**config.mk**
```make
export PLATFORM = sky130hd
export DESIGN_NAME = base64url_stream_encoder
export DESIGN_NICKNAME = d
export VERILOG_FILES = /design/src/design/b64u_pkg.sv /design/src/design/base64url_stream_encoder.sv /design/src/design/b64u_fifo.sv /design/src/design/b64u_front.sv /design/src/design/b64u_back.sv
export SDC_FILE = /design/constraint.sdc
export NUM_CORES = 1
export LEC_CHECK = 0
export ABC_AREA = 0
export BUFFER_PORTS_ARGS = -buffer_cell sky130_fd_sc_hd__buf_2
export CAP_MARGIN = 20
export CELL_PAD_IN_SITES_DETAIL_PLACEMENT = 1
export CELL_PAD_IN_SITES_GLOBAL_PLACEMENT = 2
export CORE_MARGIN = 3
export CORE_UTILIZATION = 32
export DETAILED_ROUTE_END_ITERATION = 6
export GPL_TIMING_DRIVEN = 1
export MAX_ROUTING_LAYER = met4
export PLACE_DENSITY = 0.63
export REMOVE_ABC_BUFFERS = 1
export SYNTH_ARGS = -nofsm -noshare
export SYNTH_HDL_FRONTEND = slang
export SYNTH_SLANG_ARGS = --single-unit
```
**constraint.sdc**
```tcl
create_clock -name clk -period 3.3 [get_ports clk]
set_clock_uncertainty 0.15 [all_clocks]
set_input_delay 0.165 -clock clk [delete_from_list [all_inputs] [get_ports clk]]
set_output_delay 0.165 -clock clk [all_outputs]
set_load 0.02 [all_outputs]
```
**src/design/b64u_pkg.sv**
```systemverilog
`default_nettype none
package b64u_pkg;

  localparam int unsigned GroupW = 6;
  localparam int unsigned ByteW  = 8;
  localparam int unsigned CarryW = 4;

  typedef enum logic [1:0] {
    PH_EMPTY = 2'd0,
    PH_TWO   = 2'd1,
    PH_FOUR  = 2'd2,
    PH_BAD   = 2'd3
  } phase_t;

  // work for the back end: one or two groups per accepted byte
  typedef struct packed {
    logic [GroupW-1:0] grp0;
    logic [GroupW-1:0] grp1;
    logic              two;
    logic              last;
  } job_t;

  function automatic logic [ByteW-1:0] b64u_char(input logic [GroupW-1:0] g);
    logic [ByteW-1:0] v;
    v = {2'b00, g};
    if (g < 6'd26) begin
      b64u_char = 8'h41 + v;
    end else if (g < 6'd52) begin
      b64u_char = 8'h61 + v - 8'd26;
    end else if (g < 6'd62) begin
      b64u_char = 8'h30 + v - 8'd52;
    end else if (g == 6'd62) begin
      b64u_char = 8'h2d;
    end else begin
      b64u_char = 8'h5f;
    end
  endfunction

endpackage
`default_nettype wire

```
**src/design/base64url_stream_encoder.sv**
```systemverilog
// path: an accepted byte goes into the job queue, then its first character into the output register
// throughput: one byte per cycle while the queue has room, one character per cycle out while out_tready is high
// sustained: limited by the single-character output register, as three bytes make four characters
// reset: synchronous active-low rst_n empties the queue, clears the held bits and the output valid
`default_nettype none
module base64url_stream_encoder
  import b64u_pkg::*;
#(
  parameter int unsigned QUEUE_DEPTH = 4
) (
  input  wire logic       clk,
  input  wire logic       rst_n,
  input  wire logic       in_tvalid,
  output logic            in_tready,
  input  wire logic [7:0] in_tdata,   // [7:0] data_byte
  input  wire logic       in_tlast,
  output logic            out_tvalid,
  input  wire logic       out_tready,
  output logic [7:0]      out_tdata,  // [7:0] out_char
  output logic            out_tlast
);

  job_t front_job;
  job_t head_job;
  logic q_full;
  logic q_empty;
  logic q_pop;
  logic accept;

  assign in_tready = !q_full;
  assign accept    = in_tvalid && !q_full;

  b64u_front u_front (
    .clk       (clk),
    .rst_n     (rst_n),
    .accept    (accept),
    .data_byte (in_tdata),
    .eom       (in_tlast),
    .job       (front_job)
  );

  b64u_fifo #(
    .DEPTH (QUEUE_DEPTH)
  ) u_fifo (
    .clk       (clk),
    .rst_n     (rst_n),
    .push      (accept),
    .push_data (front_job),
    .full      (q_full),
    .pop       (q_pop),
    .head      (head_job),
    .empty     (q_empty)
  );

  b64u_back u_back (
    .clk       (clk),
    .rst_n     (rst_n),
    .job       (head_job),
    .job_avail (!q_empty),
    .job_pop   (q_pop),
    .out_valid (out_tvalid),
    .out_ready (out_tready),
    .out_char  (out_tdata),
    .out_final (out_tlast)
  );

endmodule
`default_nettype wire

```
**src/design/b64u_fifo.sv**
```systemverilog
`default_nettype none
module b64u_fifo
  import b64u_pkg::*;
#(
  parameter int unsigned DEPTH = 4
) (
  input  wire logic clk,
  input  wire logic rst_n,
  input  wire logic push,
  input  wire job_t push_data,
  output logic      full,
  input  wire logic pop,
  output job_t      head,
  output logic      empty
);

  localparam int unsigned AW = (DEPTH > 1) ? $clog2(DEPTH) : 1;
  localparam int unsigned CW = $clog2(DEPTH + 1);
  localparam logic [AW-1:0] LastIdx = AW'(DEPTH - 1);
  localparam logic [CW-1:0] FullCnt = CW'(DEPTH);

  job_t          mem [DEPTH];
  logic [AW-1:0] wr_ptr_r, wr_ptr_nxt;
  logic [AW-1:0] rd_ptr_r, rd_ptr_nxt;
  logic [CW-1:0] cnt_r, cnt_nxt;

  assign full  = (cnt_r == FullCnt);
  assign empty = (cnt_r == '0);
  assign head  = mem[rd_ptr_r];

  always_comb begin
    wr_ptr_nxt = wr_ptr_r;
    rd_ptr_nxt = rd_ptr_r;
    cnt_nxt    = cnt_r;
    if (push) begin
      wr_ptr_nxt = (wr_ptr_r == LastIdx) ? '0 : wr_ptr_r + 1'b1;
    end
    if (pop) begin
      rd_ptr_nxt = (rd_ptr_r == LastIdx) ? '0 : rd_ptr_r + 1'b1;
    end
    if (push && !pop) begin
      cnt_nxt = cnt_r + 1'b1;
    end else if (pop && !push) begin
      cnt_nxt = cnt_r - 1'b1;
    end
  end

  always_ff @(posedge clk) begin
    if (!rst_n) begin
      wr_ptr_r <= '0;
      rd_ptr_r <= '0;
      cnt_r    <= '0;
    end else begin
      wr_ptr_r <= wr_ptr_nxt;
      rd_ptr_r <= rd_ptr_nxt;
      cnt_r    <= cnt_nxt;
    end
  end

  always_ff @(posedge clk) begin
    if (push) begin
      mem[wr_ptr_r] <= push_data;
    end
  end

endmodule
`default_nettype wire

```
**src/design/b64u_front.sv**
```systemverilog
`default_nettype none
module b64u_front
  import b64u_pkg::*;
(
  input  wire logic             clk,
  input  wire logic             rst_n,
  input  wire logic             accept,
  input  wire logic [ByteW-1:0] data_byte,
  input  wire logic             eom,
  output job_t                  job
);

  phase_t            phase_r, phase_nxt;
  logic [CarryW-1:0] carry_r, carry_nxt;

  always_comb begin
    job       = '0;
    phase_nxt = phase_r;
    carry_nxt = carry_r;
    case (phase_r)
      PH_TWO: begin
        job.grp0  = {carry_r[1:0], data_byte[7:4]};
        job.grp1  = {data_byte[3:0], 2'b00};
        job.two   = eom;
        carry_nxt = data_byte[3:0];
        phase_nxt = PH_FOUR;
      end
      PH_FOUR: begin
        job.grp0  = {carry_r, data_byte[7:6]};
        job.grp1  = data_byte[5:0];
        job.two   = 1'b1;
        carry_nxt = '0;
        phase_nxt = PH_EMPTY;
      end
      default: begin
        job.grp0  = data_byte[7:2];
        job.grp1  = {data_byte[1:0], 4'b0000};
        job.two   = eom;
        carry_nxt = {2'b00, data_byte[1:0]};
        phase_nxt = PH_TWO;
      end
    endcase
    job.last = eom;
    if (eom) begin
      carry_nxt = '0;
      phase_nxt = PH_EMPTY;
    end
  end

  always_ff @(posedge clk) begin
    if (!rst_n) begin
      phase_r <= PH_EMPTY;
      carry_r <= '0;
    end else if (accept) begin
      phase_r <= phase_nxt;
      carry_r <= carry_nxt;
    end
  end

endmodule
`default_nettype wire

```
**src/design/b64u_back.sv**
```systemverilog
`default_nettype none
module b64u_back
  import b64u_pkg::*;
(
  input  wire logic             clk,
  input  wire logic             rst_n,
  input  wire job_t             job,
  input  wire logic             job_avail,
  output logic                  job_pop,
  output logic                  out_valid,
  input  wire logic             out_ready,
  output logic [ByteW-1:0]      out_char,
  output logic                  out_final
);

  logic             sel_r, sel_nxt;
  logic             vld_r, vld_nxt;
  logic [ByteW-1:0] char_r, char_nxt;
  logic             fin_r, fin_nxt;
  logic             load;
  logic             tail;

  // the slot is free when empty or drained this cycle
  assign load = job_avail && (!vld_r || out_ready);
  assign tail = !job.two || sel_r;
  assign job_pop = load && tail;

  always_comb begin
    sel_nxt  = sel_r;
    vld_nxt  = vld_r && !out_ready;
    char_nxt = char_r;
    fin_nxt  = fin_r;
    if (load) begin
      vld_nxt  = 1'b1;
      char_nxt = b64u_char(sel_r ? job.grp1 : job.grp0);
      fin_nxt  = job.last && tail;
      sel_nxt  = !tail;
    end
  end

  always_ff @(posedge clk) begin
    if (!rst_n) begin
      sel_r <= 1'b0;
      vld_r <= 1'b0;
    end else begin
      sel_r <= sel_nxt;
      vld_r <= vld_nxt;
    end
  end

  always_ff @(posedge clk) begin
    char_r <= char_nxt;
    fin_r  <= fin_nxt;
  end

  assign out_valid = vld_r;
  assign out_char  = char_r;
  assign out_final = fin_r;

endmodule
`default_nettype wire

```
# After elaboration in Yosys (flattened, before gate mapping)
# Memory sizes are Yosys's and may differ from the RTL's. A register that Yosys moved wholly into a read port is not among the register bits.
# Index checks and enable logic that the tools add are counted.
# totals
reg_bits	24
output_inout_bits	11
mem_bits_rw	56
memories	1
# classes
magnitude_cmp	3
mux	19
n_reduce_logical	19
n_eq_ne	6
add_sub_neg	9
# memory_table
memory	depth	width	read_ports	rd_ports_with_merged_regs	wr	line_no	source
u_fifo.mem	4	14	1	1	1	b64u_fifo.sv:22	job_t mem [DEPTH];
# ops
operator	count
case mux 13 bit (2 select lines)	1
2-to-1 mux 8 bit	3
adder 7 x 6 -> 8 bit (first input constant)	2
less-than comparator 6 bit (second input constant)	2
2-to-1 mux 2 bit	5
logical NOT 1 bit	8
case mux 4 bit (2 select lines)	1
subtractor 8 x 5 -> 8 bit (second input constant)	1
subtractor 8 x 6 -> 8 bit (second input constant)	1
adder 6 x 6 -> 7 bit (first input constant)	1
logical AND 1 bit	7
2-to-1 mux 7 bit	1
equality test 2 bit (second input constant)	3
equality test 6 bit (second input constant)	1
less-than comparator 6 x 5 -> 1 bit (second input constant)	1
2-to-1 mux 3 bit	2
2-to-1 mux 6 bit	1
adder 2 x 1 -> 2 bit (second input constant)	2
2-to-1 mux 4 bit	1
case mux 2 bit (2 select lines)	1
adder 3 x 1 -> 3 bit (second input constant)	1
equality test 3 bit (second input constant)	1
logical NOT 3 bit	1
2-to-1 mux 1 bit	3
other kinds (4)	5

# Depth between registers and ports, before layout
# Gate-level depths: netlist of the first run.
# logic_depth
word_depth	7
mapped_depth	14
depth_no_buf	11

# Cells and area by module
# From an unflattened synthesis of the first run, not the netlist that was laid out.
# unflattened
hier_cells	279
hier_area_um2	3943.8
# by_module_without_submodules
module	cells_per_inst	instances	area_each_um2
b64u_fifo	117	1	2506.2
b64u_back	97	1	933.4
b64u_front	62	1	490.5
base64url_stream_encoder	3	1	13.8

# Least setup slack after synthesis of the first run
# Ideal clock, no wire load.
# synth_timing
path_kind	reg-to-reg
start	register with a tool-made name
end	register u_back.char_r[0] (netlist: u_back.out_char[0]), data pin
synth_period_minus_slack_ps	2927
stages_incl_launch_ff	11
path_buffers	2
arrival_time_ps	2517
path_slack_ps	373
setup_time_ps	260
cell_sequence	dfxtp_1 > buf_6 > buf_12 > mux4_2 > mux2_4 > inv_1 > ha_1 > nand4_1 > and2_2 > nor2_1 > mux2_2
# synth_lines
element	line_no	source
end signal, assigned	b64u_back.sv:52	char_r <= char_nxt;
end, declared	b64u_back.sv:18	logic [ByteW-1:0] char_r, char_nxt;

==> metrics.csv, run 1 <==
stage,metric,value,unit
yosys,post-synthesis instance area,0.004094,mm2
setup_path,Critical Setup Path Class,flip-flop to flip-flop,
timing,sum of negative setup slack,0,ns
floorplanning,row count,40,
power_and_ir_drop,peak supply drop,0.0002836,V
yosys,leading register cell type out of synthesis,sky130_fd_sc_hd__edfxtp_1,
setup_path,arrival time of the worst setup path,3.02,ns
clocking,CTS Buf Count,9,
placed_design,gpl congestion,0.8238,
routing,wire length on met1,4271,um
setup_path,delay of the slowest cell on the worst path,0.49,ns
yosys,average size of a mapped cell,13.34,um2
global_route,via count of the first global-routing pass,2708,
run,MaxCap Viol Count,0,
yosys,number of instances in the synthesized netlist,307,
min_path,worst hold path cell count,2,
cells_and_area,share of layout cells above drive strength 1,21.25,%
cells_and_area,Final nets,381,
floorplanning,Die X-Extent,119.1,um
timing,Max Clock Freq,0.3243,GHz
floorplanning,boundary pin count,24,
clocking,clock sink count,82,
setup_path,logic depth of the worst register-to-register path,9,
cells_and_area,growth of design area from synthesis to finish,17.91,%
placed_design,Final HPWL DP,6535,um
routing,starting DRC count in detailed routing,101,
setup_path,count of buffering cells on the critical path with inverters included,2,
placed_design,placed cell areas,0.004434,mm2
cells_and_area,core occupancy in the finished layout,39.37,%
timing,Hold WS,0.05944,ns
cells_and_area,Post-Layout Inst Area,0.004827,mm2
cells_and_area,most common library cell in the layout ignoring fill and taps,sky130_fd_sc_hd__edfxtp_1,
routing,top routing layer used,met4,
setup_path,Reg2Reg Setup Slack,0.22,ns
cells_and_area,Antenna Cells,0,
yosys,library cells used by synthesis,53,
timing,Final Hold Fails,0,
timing,final setup slack of the worst path,0.2167,ns
routing,routed vias,2527,
setup_path,Worst EP required,3.24,ns
yosys,Synth async-reset ratio,0,%
global_route,total congestion overflow,0,
global_route,pin count of the biggest net entering global routing,22,
timing,Final Setup Violations,0,
min_path,min-delay worst type,input port to flip-flop,
timing,fraction of the cycle the final worst path needs,93.43,%
setup_path,"logic depth of the worst path, buffers included",9,
routing,DRT antenna net count,0,
routing,via density per instance,4.850,
yosys,Post-synth EDFFs,65,
setup_path,maximum net fanout on the critical path,5,
routing,router iterations before antenna repair,4,
power_and_ir_drop,Pleak,1.740,nW
floorplanning,Core Box Area,0.01226,mm2
routing,overall routed net length,8861,um
timing,post-layout min period,3.083,ns
cells_and_area,total of fill cells in the finished design,1306,
yosys,proportion of synthesized chip area in sequential cells,55.99,%
floorplanning,area enclosed by the die boundary,0.01419,mm2
clocking,clock latency of the later-clocked register in the worst-skew pair,0.34,ns
clocking,"Reg clk slew, reported paths",0.06,ns
setup_path,"Max stage delay cell, worst path",sky130_fd_sc_hd__mux4_2,
global_route,antenna violations before repair,0,
routing,DRC,0,
power_and_ir_drop,pwr dens,931.6,mW/mm2
clocking,total setup buffers inserted after CTS,0,
routing,detailed route wirelength on metal2,4213,um
setup_path,CP cell instances,buf_4 -> mux4_2 -> mux2_4 -> inv_1 -> ha_1 -> nand4_1 -> and2_2 -> nor2_1 -> mux2_2,
placed_design,buffers added on ports,23,
floorplanning,height of the chip,119.1,um
clocking,# H-tree levels,3,
routing,met3 wire length,215,um
setup_path,dominant delay contributor by cell family on the critical path,multiplexers,
global_route,wire length of the first global-routing pass,14790,um
setup_path,capturing element type of the critical path,flip-flop,
run_status,result of the run,completed,
timing,setup repair after global routing missed its margin,no,
clocking,TritonCTS clock tree,yes,
yosys,Yosys reg bits,82,
global_route,overall fraction of global-route tracks in use,13.95,%
cells_and_area,highest-count cells in the layout ignoring fill and taps,"sky130_fd_sc_hd__edfxtp_1, sky130_fd_sc_hd__nand2_1, sky130_fd_sc_hd__buf_2",
clocking,clock root cell,sky130_fd_sc_hd__clkbuf_16,
timing,Relative slew margins,47.75,%
floorplanning,initial core utilization,33.39,%
routing,mean routed wirelength per cell,17.01,um
yosys,YS warnings,0,
timing,slew at the pin with the worst max-slew slack,0.7838,ns
clocking,maximum root-to-sink buffer count,2,
placed_design,Placement Setup Slack,0.2140,ns
setup_path,launching element type of the critical path,flip-flop,
timing,Final Max Tran Viols,0,
==> logic make-up after synthesis <==
logic type / Yosys count / synth area share, %
simple gates: 89 / 11.19
flops: 82 / 55.99
compound gates: 57 / 10.02
buf+inv: 28 / 3.576
mux: 27 / 12.07
fa+ha+maj: 20 / 6.296
xor+xnor: 4 / 0.8559
==> synthesized netlist by cell type, types with 9 or more instances <==
library cell	count	area (um2)
sky130_fd_sc_hd__a21boi_0	9	67.56
sky130_fd_sc_hd__a22oi_1	11	82.58
sky130_fd_sc_hd__dfxtp_1	17	340.3
sky130_fd_sc_hd__edfxtp_1	65	1952
sky130_fd_sc_hd__ha_1	19	237.7
sky130_fd_sc_hd__inv_1	12	45.04
sky130_fd_sc_hd__nand2_1	28	105.1
sky130_fd_sc_hd__nor2_1	13	48.80
sky130_fd_sc_hd__nor2b_1	10	62.56
sky130_fd_sc_hd__o21ai_0	14	70.07
==> path summary, 6_finish.rpt <==
check	startpoint	to
worst min register to register	u_front.carry_r[3]	u_front.carry_r[3]
worst max register to register	flip-flop	u_back.out_char[0]
worst min-delay path	rst_n	u_back.out_valid
worst max-delay path	flip-flop	u_back.out_char[0]
==> per-stage QoR <==
step,power (mW),instances
6_report,4.497,521
5_1_grt,4.836,521
4_1_cts,4.561,521
3_5_place_dp,3.417,499
3_3_place_gp,3.379,499
2_1_floorplan,2.823,294
==> worst register-to-register path, delay by kind of cell (launching register included) <==
family        cells  cell delay, ns
simple gates      3            0.63
mux               3            1.16
flops             1            0.40
buf+inv           2            0.26
fa+ha+maj         1            0.23
==> sequential cells by signal (all words and copies together) (netlist names), named ones only <==
register	count
u_back.out_char	8
u_fifo.cnt_r	3
u_fifo.rd_ptr_r	2
u_back.out_final	1
u_front.carry_r	4
u_back.sel_r	1
u_front.phase_r	2
u_fifo.mem	56
u_back.out_valid	1
u_fifo.wr_ptr_r	2
==> timing repair <==
item	CTS	global route
hold endpoints to repair	9	0
hold buffers	6	0
resized for setup	0	1
setup endpoints to repair	0	1
==> per-layer routing <==
metal	up-vias	GRT usage, %
li1	1233	-
met1	1251	17.78
met2	34	21.55
met3	9	3.276
met4	0	5.576
met5	-	-
==> power breakdown <==
group | switching, mW | internal (mW)
logic | 1.09 | 0.837
clock network | 0.410 | 0.710
registers | 0.0971 | 1.36
total | 1.59 | 2.90
==> layout make-up <==
cell class                      instances  area (um2)  area share [%]
Tap cell                              168       210.2           4.355
Sequential cell                        82        2292           47.49
Multi-Input combinational cell        197        1657           34.32
Clock inverter                          4       73.82           1.529
Inverter                               15       56.30           1.166
Timing Repair Buffer                   43       280.3           5.806
Clock buffer                           12       257.7           5.340
(Power assumes the default switching activity.)
==> inputs of run 2 (changes only) <==
- PLACE_DENSITY: 0.63 -> default
- PLACE_DENSITY_LB_ADDON: default -> 0.1
==> run 2 against run 1 <==
Die area unchanged. Maximum frequency increased by 0.44%. Sequential share of layout area rose by 0.84 points. Final cell count is 0.38% lower. Critical path type unchanged. Largest power group unchanged. Highest routed layer unchanged.
==> metrics.csv, run 2 (synthesized netlist as in run 1, its figures left out) <==
stage,metric,value,unit
run_status,result of the run,completed,
setup_path,launching element type of the critical path,flip-flop,
setup_path,Critical Setup Path Class,flip-flop to flip-flop,
placed_design,gpl congestion,0.7877,
timing,setup repair after global routing missed its margin,no,
setup_path,logic depth of the worst register-to-register path,9,
timing,sum of negative setup slack,0,ns
routing,mean routed wirelength per cell,16.61,um
global_route,via count of the first global-routing pass,2679,
cells_and_area,largest register by flop count,u_fifo.mem,
routing,router iterations before antenna repair,4,
clocking,CTS-repair resized insts,0,
setup_path,reg-to-reg critical path endpoint,u_back.out_char[0],
setup_path,capture point of the critical path,u_back.out_char[0],
global_route,overall fraction of global-route tracks in use,13.54,%
cells_and_area,most common library cell in the layout ignoring fill and taps,sky130_fd_sc_hd__edfxtp_1,
routing,routed vias,2530,
setup_path,Reg2Reg Setup Slack,0.23,ns
routing,via density per instance,4.875,
setup_path,CP cell instances,buf_4 -> mux4_2 -> mux2_4 -> inv_1 -> ha_1 -> nand4_1 -> and2_2 -> nor2_1 -> mux2_2,
timing,Final Hold Fails,0,
timing,Max Clock Freq,0.3258,GHz
clocking,# H-tree levels,3,
cells_and_area,total of fill cells in the finished design,1285,
cells_and_area,max FFs per register,56,
power_and_ir_drop,pwr dens,903.4,mW/mm2
floorplanning,row count,40,
floorplanning,boundary pin count,24,
cells_and_area,Antenna Cells,0,
routing,overall routed net length,8623,um
timing,Final Setup Violations,0,
routing,DRT antenna net count,0,
setup_path,capturing element type of the critical path,flip-flop,
floorplanning,Die X-Extent,119.1,um
setup_path,count of buffering cells on the critical path with inverters included,2,
global_route,antenna violations before repair,0,
global_route,total congestion overflow,0,
clocking,clock root cell,sky130_fd_sc_hd__clkbuf_16,
routing,starting DRC count in detailed routing,163,
setup_path,arrival time of the worst setup path,3.01,ns
setup_path,delay of the slowest cell on the worst path,0.52,ns
floorplanning,initial core utilization,33.39,%
timing,fraction of the cycle the final worst path needs,93.02,%
setup_path,"logic depth of the worst path, buffers included",9,
setup_path,Worst EP required,3.24,ns
cells_and_area,growth of design area from synthesis to finish,15.86,%
global_route,pin count of the biggest net entering global routing,22,
clocking,hold buffers post-CTS,5,
clocking,TritonCTS clock tree,yes,
setup_path,maximum net fanout on the critical path,9,
floorplanning,height of the chip,119.1,um
placed_design,Final HPWL DP,6275,um
clocking,CTS Buf Count,9,
power_and_ir_drop,Pleak,1.694,nW
run,MaxCap Viol Count,0,
cells_and_area,share of layout cells above drive strength 1,20.51,%
clocking,clock sink count,82,
clocking,maximum root-to-sink buffer count,2,
clocking,total setup buffers inserted after CTS,0,
timing,Relative slew margins,48.72,%
timing,post-layout min period,3.070,ns
setup_path,"Max stage delay cell, worst path",sky130_fd_sc_hd__mux4_2,
routing,DRC,0,
timing,slew at the pin with the worst max-slew slack,0.7692,ns
cells_and_area,core occupancy in the finished layout,38.68,%
power_and_ir_drop,peak supply drop,0.0002310,V
floorplanning,Core Box Area,0.01226,mm2
clocking,clock latency of the later-clocked register in the worst-skew pair,0.33,ns
global_route,wire length of the first global-routing pass,14320,um
clocking,"Reg clk slew, reported paths",0.06,ns
floorplanning,area enclosed by the die boundary,0.01419,mm2
cells_and_area,highest-count cells in the layout ignoring fill and taps,"sky130_fd_sc_hd__edfxtp_1, sky130_fd_sc_hd__nand2_1, sky130_fd_sc_hd__buf_2",
cells_and_area,Final nets,379,
placed_design,buffers added on ports,23,
setup_path,dominant delay contributor by cell family on the critical path,multiplexers,
timing,Final Max Tran Viols,0,
min_path,min-delay worst type,input port to flip-flop,
run 2: per-stage QoR:
stage / area (um2) / power, mW / setup slack, ns / hold WS [ns] / cells
floorplan: 4004 / 2.823 / 0.1632 / 0.1139 / 294
global placement: 4427 / 3.409 / 0.2861 / 0.3066 / 498
detailed placement: 4427 / 3.414 / 0.2426 / 0.3084 / 498
CTS: 4743 / 4.354 / 0.2253 / 0.003261 / 519
global route: 4743 / 4.625 / 0.04755 / 0.02899 / 519
finish: 4743 / 4.285 / 0.2302 / 0.01275 / 519
run 2: final cells by class:
| cell class | count | area [um2] | area share [%] |
|---|---|---|---|
| inverter | 15 | 56.30 | 1.187 |
| clock inverter | 2 | 12.51 | 0.2638 |
| multi-input combinational | 197 | 1655 | 34.90 |
| timing repair buffer | 41 | 262.8 | 5.539 |
| tap | 168 | 210.2 | 4.432 |
| clock buffer | 14 | 254.0 | 5.355 |
| sequential | 82 | 2292 | 48.33 |
run 2: worst register-to-register path, delay by kind of cell, from the launching register on:
kind / cells / cell delay [ns]
buf+inv: 2 / 0.28
flops: 1 / 0.30
fa+ha+maj: 1 / 0.23
simple gates: 3 / 0.68
mux: 3 / 1.18
run 2: report_power, final:
part	internal [mW]	switching (mW)	leakage, nW	total, mW
logic	0.840	1.08	0.826	1.92
registers	1.36	0.0969	0.741	1.45
clock network	0.530	0.381	0.127	0.911
total	2.73	1.56	1.69	4.29
run 2: worst min-delay path by stage:
stage / start / endpoint / slack [ns] / cells after the start
6_report: in_tlast / u_fifo.mem[3][0] / 0.01 / 1
5_1_grt: in_tlast / u_fifo.mem[0][0] / 0.03 / 1
4_1_cts: in_tlast / u_fifo.mem[3][0] / 0.003 / 1
3_5_place_dp: out_tready / u_back.out_valid / 0.31 / 4
3_3_place_gp: out_tready / u_back.out_valid / 0.31 / 4
2_1_floorplan: in_tlast / u_fifo.mem[0][0] / 0.11 / 0
run 2: layer usage:
metal,global-route usage (%),wire [um],vias to the layer above
li1,-,-,1233
met1,16.70,3925,1248
met2,21.48,4312,41
met3,3.039,287,8
met4,5.793,96,0
met5,-,0,-
